**config.mk**
```make
export PLATFORM = sky130hd
export DESIGN_NAME = onewire_bus_master_unit
export DESIGN_NICKNAME = d
export VERILOG_FILES = /design/src/owbm_pkg.sv /design/src/owbm_csr.sv /design/src/owbm_seq.sv /design/src/onewire_bus_master_unit.sv
export VERILOG_INCLUDE_DIRS = /design/src /design/src/src
export SDC_FILE = /design/constraint.sdc
export NUM_CORES = 1
export LEC_CHECK = 0
export ABC_CLOCK_PERIOD_IN_PS = 4800
export BUFFER_PORTS_ARGS = -buffer_cell sky130_fd_sc_hd__buf_2
export CAP_MARGIN = 20
export CORE_MARGIN = 2
export CORE_UTILIZATION = 50
export DETAILED_ROUTE_END_ITERATION = 10
export HOLD_SLACK_MARGIN = 0.08
export PLACE_DENSITY = 0.68
export SKIP_CTS_REPAIR_TIMING = 1
export SYNTH_ARGS = -nofsm -noshare
export SYNTH_HDL_FRONTEND = slang
export SYNTH_SLANG_ARGS = --single-unit
```
**constraint.sdc**
```tcl
create_clock -name clock -period 4.8 [get_ports clock]
set_input_delay 0.48 -clock clock [delete_from_list [all_inputs] [get_ports clock]]
set_output_delay 0.48 -clock clock [all_outputs]
set_load 0.02 [all_outputs]
```
**src/assert_macros.svh**
```systemverilog
// ----------------------------------------------------------------------------
// assert_macros.svh
// Shared concurrent assertion macros for the single-wire bus master.
// ----------------------------------------------------------------------------
`ifndef ASSERT_MACROS_SVH
`define ASSERT_MACROS_SVH

// Same-cycle implication, disabled during reset
`define ASSERT_IMPLIES(label, clk, rst, ante, cons) \
   label: assert property (@(posedge clk) disable iff (rst) (ante) |-> (cons)) \
      else $error("%m: implication check failed");

// Next-cycle implication, disabled during reset
`define ASSERT_NEXT(label, clk, rst, ante, cons) \
   label: assert property (@(posedge clk) disable iff (rst) (ante) |=> (cons)) \
      else $error("%m: next-cycle check failed");

`endif

```
**src/owbm_pkg.sv**
```systemverilog
// ----------------------------------------------------------------------------
// owbm_pkg
// Shared types and constants of the single-wire bus master.
// ----------------------------------------------------------------------------
package owbm_pkg;

   localparam int unsigned CFG_WIDTH = 8;
   localparam int unsigned CFG_IDX_WIDTH = 3;
   localparam int unsigned DATA_WIDTH = 8;
   localparam int unsigned TICK_WIDTH = 8;
   localparam int unsigned BIT_IDX_WIDTH = 3;

   // Request action codes
   localparam logic [1:0] ACT_NONE  = 2'd0;
   localparam logic [1:0] ACT_RESET = 2'd1;
   localparam logic [1:0] ACT_WRITE = 2'd2;
   localparam logic [1:0] ACT_READ  = 2'd3;

   // Configuration register indexes
   localparam logic [CFG_IDX_WIDTH-1:0] CSR_RESET_LOW     = 3'd0;
   localparam logic [CFG_IDX_WIDTH-1:0] CSR_PRESENCE_WAIT = 3'd1;
   localparam logic [CFG_IDX_WIDTH-1:0] CSR_RESET_TAIL    = 3'd2;
   localparam logic [CFG_IDX_WIDTH-1:0] CSR_SLOT_LOW      = 3'd3;
   localparam logic [CFG_IDX_WIDTH-1:0] CSR_READ_SAMPLE   = 3'd4;
   localparam logic [CFG_IDX_WIDTH-1:0] CSR_READ_HOLD     = 3'd5;
   localparam logic [CFG_IDX_WIDTH-1:0] CSR_WRITE_HOLD    = 3'd6;
   localparam logic [CFG_IDX_WIDTH-1:0] CSR_RECOVERY      = 3'd7;

   // Configuration register reset values
   localparam logic [CFG_WIDTH-1:0] RST_RESET_LOW     = 8'd100;
   localparam logic [CFG_WIDTH-1:0] RST_PRESENCE_WAIT = 8'd14;
   localparam logic [CFG_WIDTH-1:0] RST_RESET_TAIL    = 8'd100;
   localparam logic [CFG_WIDTH-1:0] RST_SLOT_LOW      = 8'd2;
   localparam logic [CFG_WIDTH-1:0] RST_READ_SAMPLE   = 8'd1;
   localparam logic [CFG_WIDTH-1:0] RST_READ_HOLD     = 8'd10;
   localparam logic [CFG_WIDTH-1:0] RST_WRITE_HOLD    = 8'd20;
   localparam logic [CFG_WIDTH-1:0] RST_RECOVERY      = 8'd12;

   // Timing registers, all in ticks
   typedef struct packed {
      logic [CFG_WIDTH-1:0] reset_low_ticks;
      logic [CFG_WIDTH-1:0] presence_wait_ticks;
      logic [CFG_WIDTH-1:0] reset_tail_ticks;
      logic [CFG_WIDTH-1:0] slot_low_ticks;
      logic [CFG_WIDTH-1:0] read_sample_ticks;
      logic [CFG_WIDTH-1:0] read_hold_ticks;
      logic [CFG_WIDTH-1:0] write_hold_ticks;
      logic [CFG_WIDTH-1:0] recovery_ticks;
   } cfg_type;

   // One result item
   typedef struct packed {
      logic                  drive_enable;
      logic                  drive_level;
      logic                  busy_res;
      logic                  done_res;
      logic                  presence;
      logic [DATA_WIDTH-1:0] read_data;
   } result_type;

endpackage

```
**src/owbm_csr.sv**
```systemverilog
// ----------------------------------------------------------------------------
// owbm_csr
// Timing register file, written through a plain write port.
// ----------------------------------------------------------------------------
module owbm_csr
   import owbm_pkg::*;
(
   input  logic                     clock,
   input  logic                     reset,
   input  logic                     csr_write_enable,
   input  logic [CFG_IDX_WIDTH-1:0] csr_index,
   input  logic [CFG_WIDTH-1:0]     csr_write_data,
   output cfg_type                  cfg
);

   cfg_type cfg_ff;
   cfg_type cfg_in;

   // Decode the write into the addressed register
   always_comb begin
      cfg_in = cfg_ff;
      if (csr_write_enable) begin
         case (csr_index)
            CSR_RESET_LOW:     cfg_in.reset_low_ticks     = csr_write_data;
            CSR_PRESENCE_WAIT: cfg_in.presence_wait_ticks = csr_write_data;
            CSR_RESET_TAIL:    cfg_in.reset_tail_ticks    = csr_write_data;
            CSR_SLOT_LOW:      cfg_in.slot_low_ticks      = csr_write_data;
            CSR_READ_SAMPLE:   cfg_in.read_sample_ticks   = csr_write_data;
            CSR_READ_HOLD:     cfg_in.read_hold_ticks     = csr_write_data;
            CSR_WRITE_HOLD:    cfg_in.write_hold_ticks    = csr_write_data;
            CSR_RECOVERY:      cfg_in.recovery_ticks      = csr_write_data;
            default:           cfg_in = cfg_ff;
         endcase
      end
   end

   // Hold the registers, load defaults on reset
   always_ff @(posedge clock) begin
      if (reset) begin
         cfg_ff.reset_low_ticks     <= RST_RESET_LOW;
         cfg_ff.presence_wait_ticks <= RST_PRESENCE_WAIT;
         cfg_ff.reset_tail_ticks    <= RST_RESET_TAIL;
         cfg_ff.slot_low_ticks      <= RST_SLOT_LOW;
         cfg_ff.read_sample_ticks   <= RST_READ_SAMPLE;
         cfg_ff.read_hold_ticks     <= RST_READ_HOLD;
         cfg_ff.write_hold_ticks    <= RST_WRITE_HOLD;
         cfg_ff.recovery_ticks      <= RST_RECOVERY;
      end else begin
         cfg_ff <= cfg_in;
      end
   end

   assign cfg = cfg_ff;

endmodule

```
**src/owbm_seq.sv**
```systemverilog
// ----------------------------------------------------------------------------
// owbm_seq
// Bus sequencer: phase state machine, tick counter, bit shifter and
// line state. Advances one tick for every accepted request.
// ----------------------------------------------------------------------------
`include "assert_macros.svh"

module owbm_seq
   import owbm_pkg::*;
(
   input  logic                  clock,
   input  logic                  reset,
   input  logic                  step_en,
   input  cfg_type               cfg,
   input  logic [1:0]            req_action,
   input  logic [DATA_WIDTH-1:0] req_write_data,
   input  logic                  req_bus_level,
   output result_type            result
);

   typedef enum logic [3:0] {
      PH_IDLE     = 4'd0,
      PH_RST_LOW  = 4'd1,
      PH_RST_WAIT = 4'd2,
      PH_RST_TAIL = 4'd3,
      PH_SLOT_LOW = 4'd4,
      PH_WR_HOLD  = 4'd5,
      PH_RD_WAIT  = 4'd6,
      PH_RD_HOLD  = 4'd7,
      PH_SLOT_REC = 4'd8
   } phase_type;

   phase_type                phase_ff, phase_in, phase_cur;
   logic [TICK_WIDTH-1:0]    tick_ff, tick_in, tick_cur;
   logic [BIT_IDX_WIDTH-1:0] bit_ff, bit_in, bit_cur;
   logic [DATA_WIDTH-1:0]    shift_ff, shift_in, shift_cur;
   logic [1:0]               op_ff, op_in, op_cur;
   logic                     present_ff, present_in;
   logic                     line_en_ff, line_en_in;
   logic                     line_val_ff, line_val_in;
   logic [DATA_WIDTH-1:0]    rx_ff, rx_in;
   logic                     start;
   logic                     busy;
   logic                     done;
   logic                     last_tick;
   logic [TICK_WIDTH-1:0]    len_raw, len;

   // Start a command only from idle
   always_comb begin
      start     = (phase_ff == PH_IDLE) && (req_action != ACT_NONE);
      phase_cur = phase_ff;
      tick_cur  = tick_ff;
      bit_cur   = bit_ff;
      op_cur    = op_ff;
      shift_cur = shift_ff;
      if (start) begin
         op_cur   = req_action;
         tick_cur = '0;
         bit_cur  = '0;
         if (req_action == ACT_RESET) begin
            phase_cur = PH_RST_LOW;
         end else begin
            phase_cur = PH_SLOT_LOW;
            shift_cur = (req_action == ACT_WRITE) ? req_write_data : '0;
         end
      end
   end

   // Drive the line for the phase of this tick
   always_comb begin
      line_en_in  = line_en_ff;
      line_val_in = line_val_ff;
      busy        = 1'b1;
      case (phase_cur)
         PH_RST_LOW, PH_SLOT_LOW: begin
            line_en_in  = 1'b1;
            line_val_in = 1'b0;
         end
         PH_RST_WAIT, PH_RST_TAIL: begin
            line_en_in  = 1'b0;
            line_val_in = 1'b1;
         end
         PH_WR_HOLD: begin
            line_en_in  = 1'b1;
            line_val_in = shift_cur[0];
         end
         PH_RD_WAIT, PH_RD_HOLD: begin
            line_en_in = 1'b0;
         end
         PH_SLOT_REC: begin
            line_en_in  = 1'b1;
            line_val_in = 1'b1;
         end
         default: begin
            busy = 1'b0;
         end
      endcase
   end

   // Select the length of the running phase, zero counts as one
   always_comb begin
      case (phase_cur)
         PH_RST_LOW:  len_raw = cfg.reset_low_ticks;
         PH_RST_WAIT: len_raw = cfg.presence_wait_ticks;
         PH_RST_TAIL: len_raw = cfg.reset_tail_ticks;
         PH_SLOT_LOW: len_raw = cfg.slot_low_ticks;
         PH_RD_WAIT:  len_raw = cfg.read_sample_ticks;
         PH_RD_HOLD:  len_raw = cfg.read_hold_ticks;
         PH_WR_HOLD:  len_raw = cfg.write_hold_ticks;
         PH_SLOT_REC: len_raw = cfg.recovery_ticks;
         default:     len_raw = TICK_WIDTH'(1);
      endcase
      len       = (len_raw == '0) ? TICK_WIDTH'(1) : len_raw;
      last_tick = tick_cur >= (len - TICK_WIDTH'(1));
   end

   // Advance the counter and move to the next phase on the last tick
   always_comb begin
      phase_in   = phase_cur;
      tick_in    = tick_cur;
      bit_in     = bit_cur;
      op_in      = op_cur;
      shift_in   = shift_cur;
      present_in = present_ff;
      rx_in      = rx_ff;
      done       = 1'b0;
      if (busy) begin
         if (!last_tick) begin
            tick_in = tick_cur + TICK_WIDTH'(1);
         end else begin
            tick_in = '0;
            case (phase_cur)
               PH_RST_LOW: begin
                  phase_in = PH_RST_WAIT;
               end
               PH_RST_WAIT: begin
                  present_in = !req_bus_level;
                  phase_in   = PH_RST_TAIL;
               end
               PH_RST_TAIL: begin
                  done     = 1'b1;
                  phase_in = PH_IDLE;
               end
               PH_SLOT_LOW: begin
                  phase_in = (op_cur == ACT_READ) ? PH_RD_WAIT : PH_WR_HOLD;
               end
               PH_WR_HOLD: begin
                  phase_in = PH_SLOT_REC;
               end
               PH_RD_WAIT: begin
                  shift_in = {req_bus_level, shift_cur[DATA_WIDTH-1:1]};
                  phase_in = PH_RD_HOLD;
               end
               PH_RD_HOLD: begin
                  phase_in = PH_SLOT_REC;
               end
               default: begin
                  if (op_cur != ACT_READ) begin
                     shift_in = {1'b0, shift_cur[DATA_WIDTH-1:1]};
                  end
                  if (bit_cur == '1) begin
                     if (op_cur == ACT_READ) begin
                        rx_in = shift_cur;
                     end
                     done     = 1'b1;
                     phase_in = PH_IDLE;
                     bit_in   = '0;
                  end else begin
                     bit_in   = bit_cur + BIT_IDX_WIDTH'(1);
                     phase_in = PH_SLOT_LOW;
                  end
               end
            endcase
         end
      end
   end

   // Hold sequencer state, advance one tick per accepted request
   always_ff @(posedge clock) begin
      if (reset) begin
         phase_ff    <= PH_IDLE;
         tick_ff     <= '0;
         bit_ff      <= '0;
         shift_ff    <= '0;
         op_ff       <= ACT_NONE;
         present_ff  <= 1'b0;
         line_en_ff  <= 1'b1;
         line_val_ff <= 1'b1;
         rx_ff       <= '0;
      end else if (step_en) begin
         phase_ff    <= phase_in;
         tick_ff     <= tick_in;
         bit_ff      <= bit_in;
         shift_ff    <= shift_in;
         op_ff       <= op_in;
         present_ff  <= present_in;
         line_en_ff  <= line_en_in;
         line_val_ff <= line_val_in;
         rx_ff       <= rx_in;
      end
   end

   assign result.drive_enable = line_en_in;
   assign result.drive_level  = line_val_in;
   assign result.busy_res     = busy;
   assign result.done_res     = done;
   assign result.presence     = present_in;
   assign result.read_data    = rx_in;

   // A bare tick while idle leaves the sequencer idle
   `ASSERT_NEXT(a_idle_tick_stays_idle, clock, reset, step_en && (phase_ff == PH_IDLE) && (req_action == ACT_NONE), phase_ff == PH_IDLE)
   // Bit index only moves inside byte slots
   `ASSERT_IMPLIES(a_bit_idx_zero_outside_slots, clock, reset, (phase_ff == PH_IDLE) || (phase_ff == PH_RST_LOW) || (phase_ff == PH_RST_WAIT) || (phase_ff == PH_RST_TAIL), bit_ff == '0)

endmodule

```
**src/onewire_bus_master_unit.sv**
```systemverilog
// ----------------------------------------------------------------------------
// onewire_bus_master_unit
// Single-wire bus master, one request per 0.5 us bus tick.
// Results: each is valid the cycle after its request is accepted.
// Throughput: one request per cycle while rsp_ready is high; the result register frees as it is taken.
// Reset: synchronous; sequencer idle with the line driven high, timing
// registers at defaults, presence and read byte cleared.
// ----------------------------------------------------------------------------
`include "assert_macros.svh"

module onewire_bus_master_unit
   import owbm_pkg::*;
(
   input  logic                     clock,
   input  logic                     reset,
   // configuration
   input  logic                     csr_write_enable,
   input  logic [CFG_IDX_WIDTH-1:0] csr_index,
   input  logic [CFG_WIDTH-1:0]     csr_write_data,
   // request channel
   input  logic                     req_valid,
   output logic                     req_ready,
   input  logic [1:0]               req_action,
   input  logic [DATA_WIDTH-1:0]    req_write_data,
   input  logic                     req_bus_level,
   // result channel
   output logic                     rsp_valid,
   input  logic                     rsp_ready,
   output logic                     rsp_drive_enable,
   output logic                     rsp_drive_level,
   output logic                     rsp_busy_res,
   output logic                     rsp_done_res,
   output logic                     rsp_presence,
   output logic [DATA_WIDTH-1:0]    rsp_read_data
);

   cfg_type    cfg;
   result_type result;
   result_type rsp_ff;
   logic       rsp_valid_ff;
   logic       accept;

   owbm_csr u_csr (
      .clock            (clock),
      .reset            (reset),
      .csr_write_enable (csr_write_enable),
      .csr_index        (csr_index),
      .csr_write_data   (csr_write_data),
      .cfg              (cfg)
   );

   // Take a request whenever the result register is empty or draining
   assign req_ready = !rsp_valid_ff || rsp_ready;
   assign accept    = req_valid && req_ready;

   owbm_seq u_seq (
      .clock          (clock),
      .reset          (reset),
      .step_en        (accept),
      .cfg            (cfg),
      .req_action     (req_action),
      .req_write_data (req_write_data),
      .req_bus_level  (req_bus_level),
      .result         (result)
   );

   // Hold the result until the consumer takes it
   always_ff @(posedge clock) begin
      if (reset) begin
         rsp_valid_ff <= 1'b0;
      end else if (accept) begin
         rsp_valid_ff <= 1'b1;
      end else if (rsp_ready) begin
         rsp_valid_ff <= 1'b0;
      end
   end

   always_ff @(posedge clock) begin
      if (accept) begin
         rsp_ff <= result;
      end
   end

   assign rsp_valid        = rsp_valid_ff;
   assign rsp_drive_enable = rsp_ff.drive_enable;
   assign rsp_drive_level  = rsp_ff.drive_level;
   assign rsp_busy_res     = rsp_ff.busy_res;
   assign rsp_done_res     = rsp_ff.done_res;
   assign rsp_presence     = rsp_ff.presence;
   assign rsp_read_data    = rsp_ff.read_data;

   // Every accepted request yields a result in the next cycle
   `ASSERT_NEXT(a_accept_gives_result, clock, reset, accept, rsp_valid_ff)

endmodule

```
==> impl_results.md <==
* Netlist cell types at 68
* Max Cap Viol at 0
* Placer's final routability congestion estimate at 0.917
* Status: complete, no violations
* Nets at 780
* Final Max Slew Viols at 0
* DR vias at 5241
* Setup crit start kind: flip-flop
* Vias in the first global route at 4998
* CTS buffer count at 17
* Ys flop type: dfxtp_1
* Initial antenna violation count at 0
* Final worst path period share at 93.2%
* Final min period at 4.47 ns
* Max stage delay on crit path at 0.49 ns
* Worst Hold Class: in -> reg
* Mapped Cells at 703
* Hpwl dp at 10800 µm
* Rows at 39
* Final clock skew at 0.00522 ns
* # diodes at 0
* Core area at 11400 µm²
* Setup TNS at 0 ns
* CP cell instances: buf_4 -> nor3b_1 -> a32o_1 -> a221o_1 -> a211oi_2 -> nand4_1 -> and2_1 -> ha_1 -> inv_1 -> nor2_1 -> nand2_1 -> xnor2_1 -> ha_1 -> o2111ai_1 -> o221a_2 -> nor4_4 -> buf_4 -> mux2i_1 -> nand2_1 -> a21oi_1
* Yosys reg bits at 114
* Synth Area per Inst at 8.35 µm²
* CP Data Required Time at 5.14 ns
* Area delta synth->final at 16.8%
* Cell count after placement at 863
* CTS H-tree lvls at 4
* Initial Util at 51.4%
* RSZ-0062 raised after global routing: false
* Max clock buf depth at 2
* Clk_lat worst skew at 0.42 ns
* Post-DP Area at 6200 µm²
* CTS tree: yes
* Leak at 2.51 nW
* Reg area at 2420 µm²
* Die height at 112 µm
* GRT overflow at 0
* Final design utilization at 60.1%
* VDD IR max at 361 µV
* Register clock-pin slew on the reported worst setup and hold paths at 0.06 ns
* Worst setup margin at 0.328 ns
* Area of the multi-input gates at 3210 µm²
* PortBufs at 41
* Net count after synthesis at 742
* GRT Total Usage at 25.0%
* Setup CP Type: reg -> reg
* Setup Viol. Count Final at 0
* First-pass GRT wire length at 25200 µm
* Routed wire length at 15400 µm
* Non-filler cells, final at 897
* Fill cell count at 1020
* Number of remaining DRC errors at 0
* Synth warn at 0
* DP Worst Slack at 0.226 ns
* Share of layout cells above drive strength 1 at 16.2%
* Arrival time worst endpoint at 4.81 ns
* DIE WIDTH at 112 µm
* Commonest cells after routing, fill and taps aside: nand2_1, dfxtp_1, nor2_1, a21oi_1, buf_2
* Pin count of the biggest net entering global routing at 72
* Rel. slew slack at 26.7%
* Register area share after synthesis at 41.1%
* Die area at 12600 µm²
* Post-Synthesis Cell Area at 5870 µm²
* CP endpoint kind: flip-flop
* Final instance area at 6860 µm²
* CP max FO at 14
* EDFF count, synth at 13
* Clock Root Buffer: clkbuf_16
* Final hold vios at 0
* Worst Max-Slew Pin Slew at 1.10 ns
* Worst path slowest cell: dfxtp_1
* Sink Count at 114
* IO Count at 42
* DRT iter0 DRCs at 321
* Async set-reset flop share out of synthesis at 0%
* Avg Vias per Cell at 5.84
* PwrDens at 428 nW/µm²
* Drt pass-1 iters at 5
* Post-route ant nets at 0
* Most common cell after layout, fill and taps aside: nand2_1
* FMAX at 224 MHz
* WL/cell at 17.2 µm
[registers in the layout (all words and copies together), names as in the netlist, 2 cells and up]
| register | flops |
|---|---|
| u_seq.rx_ff | 8 |
| u_seq.shift_ff | 8 |
| u_seq.phase_ff | 4 |
| u_seq.op_ff | 2 |
| rsp_read_data | 8 |
| u_csr.cfg | 64 |
| u_seq.bit_ff | 3 |
| u_seq.tick_ff | 8 |
[final timing paths]
check	from	to	slack, ns	cells past startpoint
hold / removal	req_bus_level	u_seq.present_ff$_SDFFE_PP0P_	0.29	2
hold reg to reg	u_csr.cfg[4]$_SDFFE_PP0P_	u_csr.cfg[4]$_SDFFE_PP0P_	0.46	2
setup / recovery	u_seq.phase_ff[0]$_SDFFE_PP0P_	u_seq.shift_ff[2]$_SDFFE_PP0P_	0.33	20
setup reg to reg	u_seq.phase_ff[0]$_SDFFE_PP0P_	u_seq.shift_ff[2]$_SDFFE_PP0P_	0.33	20
[worst max-delay path: cells and delay by family, from the launching register on]
family | cells | cell delay, ns
XOR/XNOR | 1 | 0.07
multiplexers | 1 | 0.20
adder cells (fa/ha/maj) | 2 | 0.51
AO/OA/AOI/OAI | 6 | 1.60
AND/OR/NAND/NOR | 7 | 0.94
buffers and inverters | 3 | 0.58
flip-flops | 1 | 0.49
[per-layer routing]
metal | GRT usage, % | vias up | wire (µm)
li1 | - | 2571 | -
met4 | 10.4 | 0 | 379
met3 | 4.97 | 33 | 853
met1 | 32.7 | 2450 | 6800
met5 | 0 | - | 0
met2 | 40.8 | 187 | 7350
[area by class of cell]
type,instances,share of cell area (%)
Sequential cell,114,35.2
Clock buffer,19,6.77
Timing Repair Buffer,65,5.76
Tap cell,143,2.61
Clock inverter,13,2.15
Multi-Input combinational cell,531,46.8
Inverter,12,0.657
[synth_stat cells, types with 13 or more instances]
cell type	n	area share (%)
a211oi_1	13	1.7
a21oi_1	68	5.8
clkbuf_1	25	1.6
dfxtp_1	101	34
edfxtp_1	13	6.6
mux2i_1	31	5.3
nand2_1	131	8.4
nor2_1	73	4.7
nor2b_1	16	1.7
o21ai_0	16	1.4
[power by group]
part | switching, mW | internal (mW)
logic | 0.376 | 0.232
clock network | 0.481 | 0.815
registers | 0.0331 | 1.00
total | 0.890 | 2.05
[per-stage QoR]
step,hold WS (ns),power [mW]
after floorplan,0.432,1.49
after global placement,0.438,1.63
after detailed placement,0.450,1.65
after CTS,0.275,2.94
after global routing,0.294,3.06
final,0.287,2.94
[cell families after synthesis]
logic type                 Yosys count  share of synthesized area (%)
AOI/OAI and AO/OA                  155                           17.3
xor gates and xnor gates             6                          0.895
adders and majority gates           12                           2.56
buffers and inverters               58                           4.45
DFF                                114                           41.1
muxes                               36                           6.24
and+or+nand+nor                    322                           27.5
No activity file was read; power rests on OpenSTA's default activity.
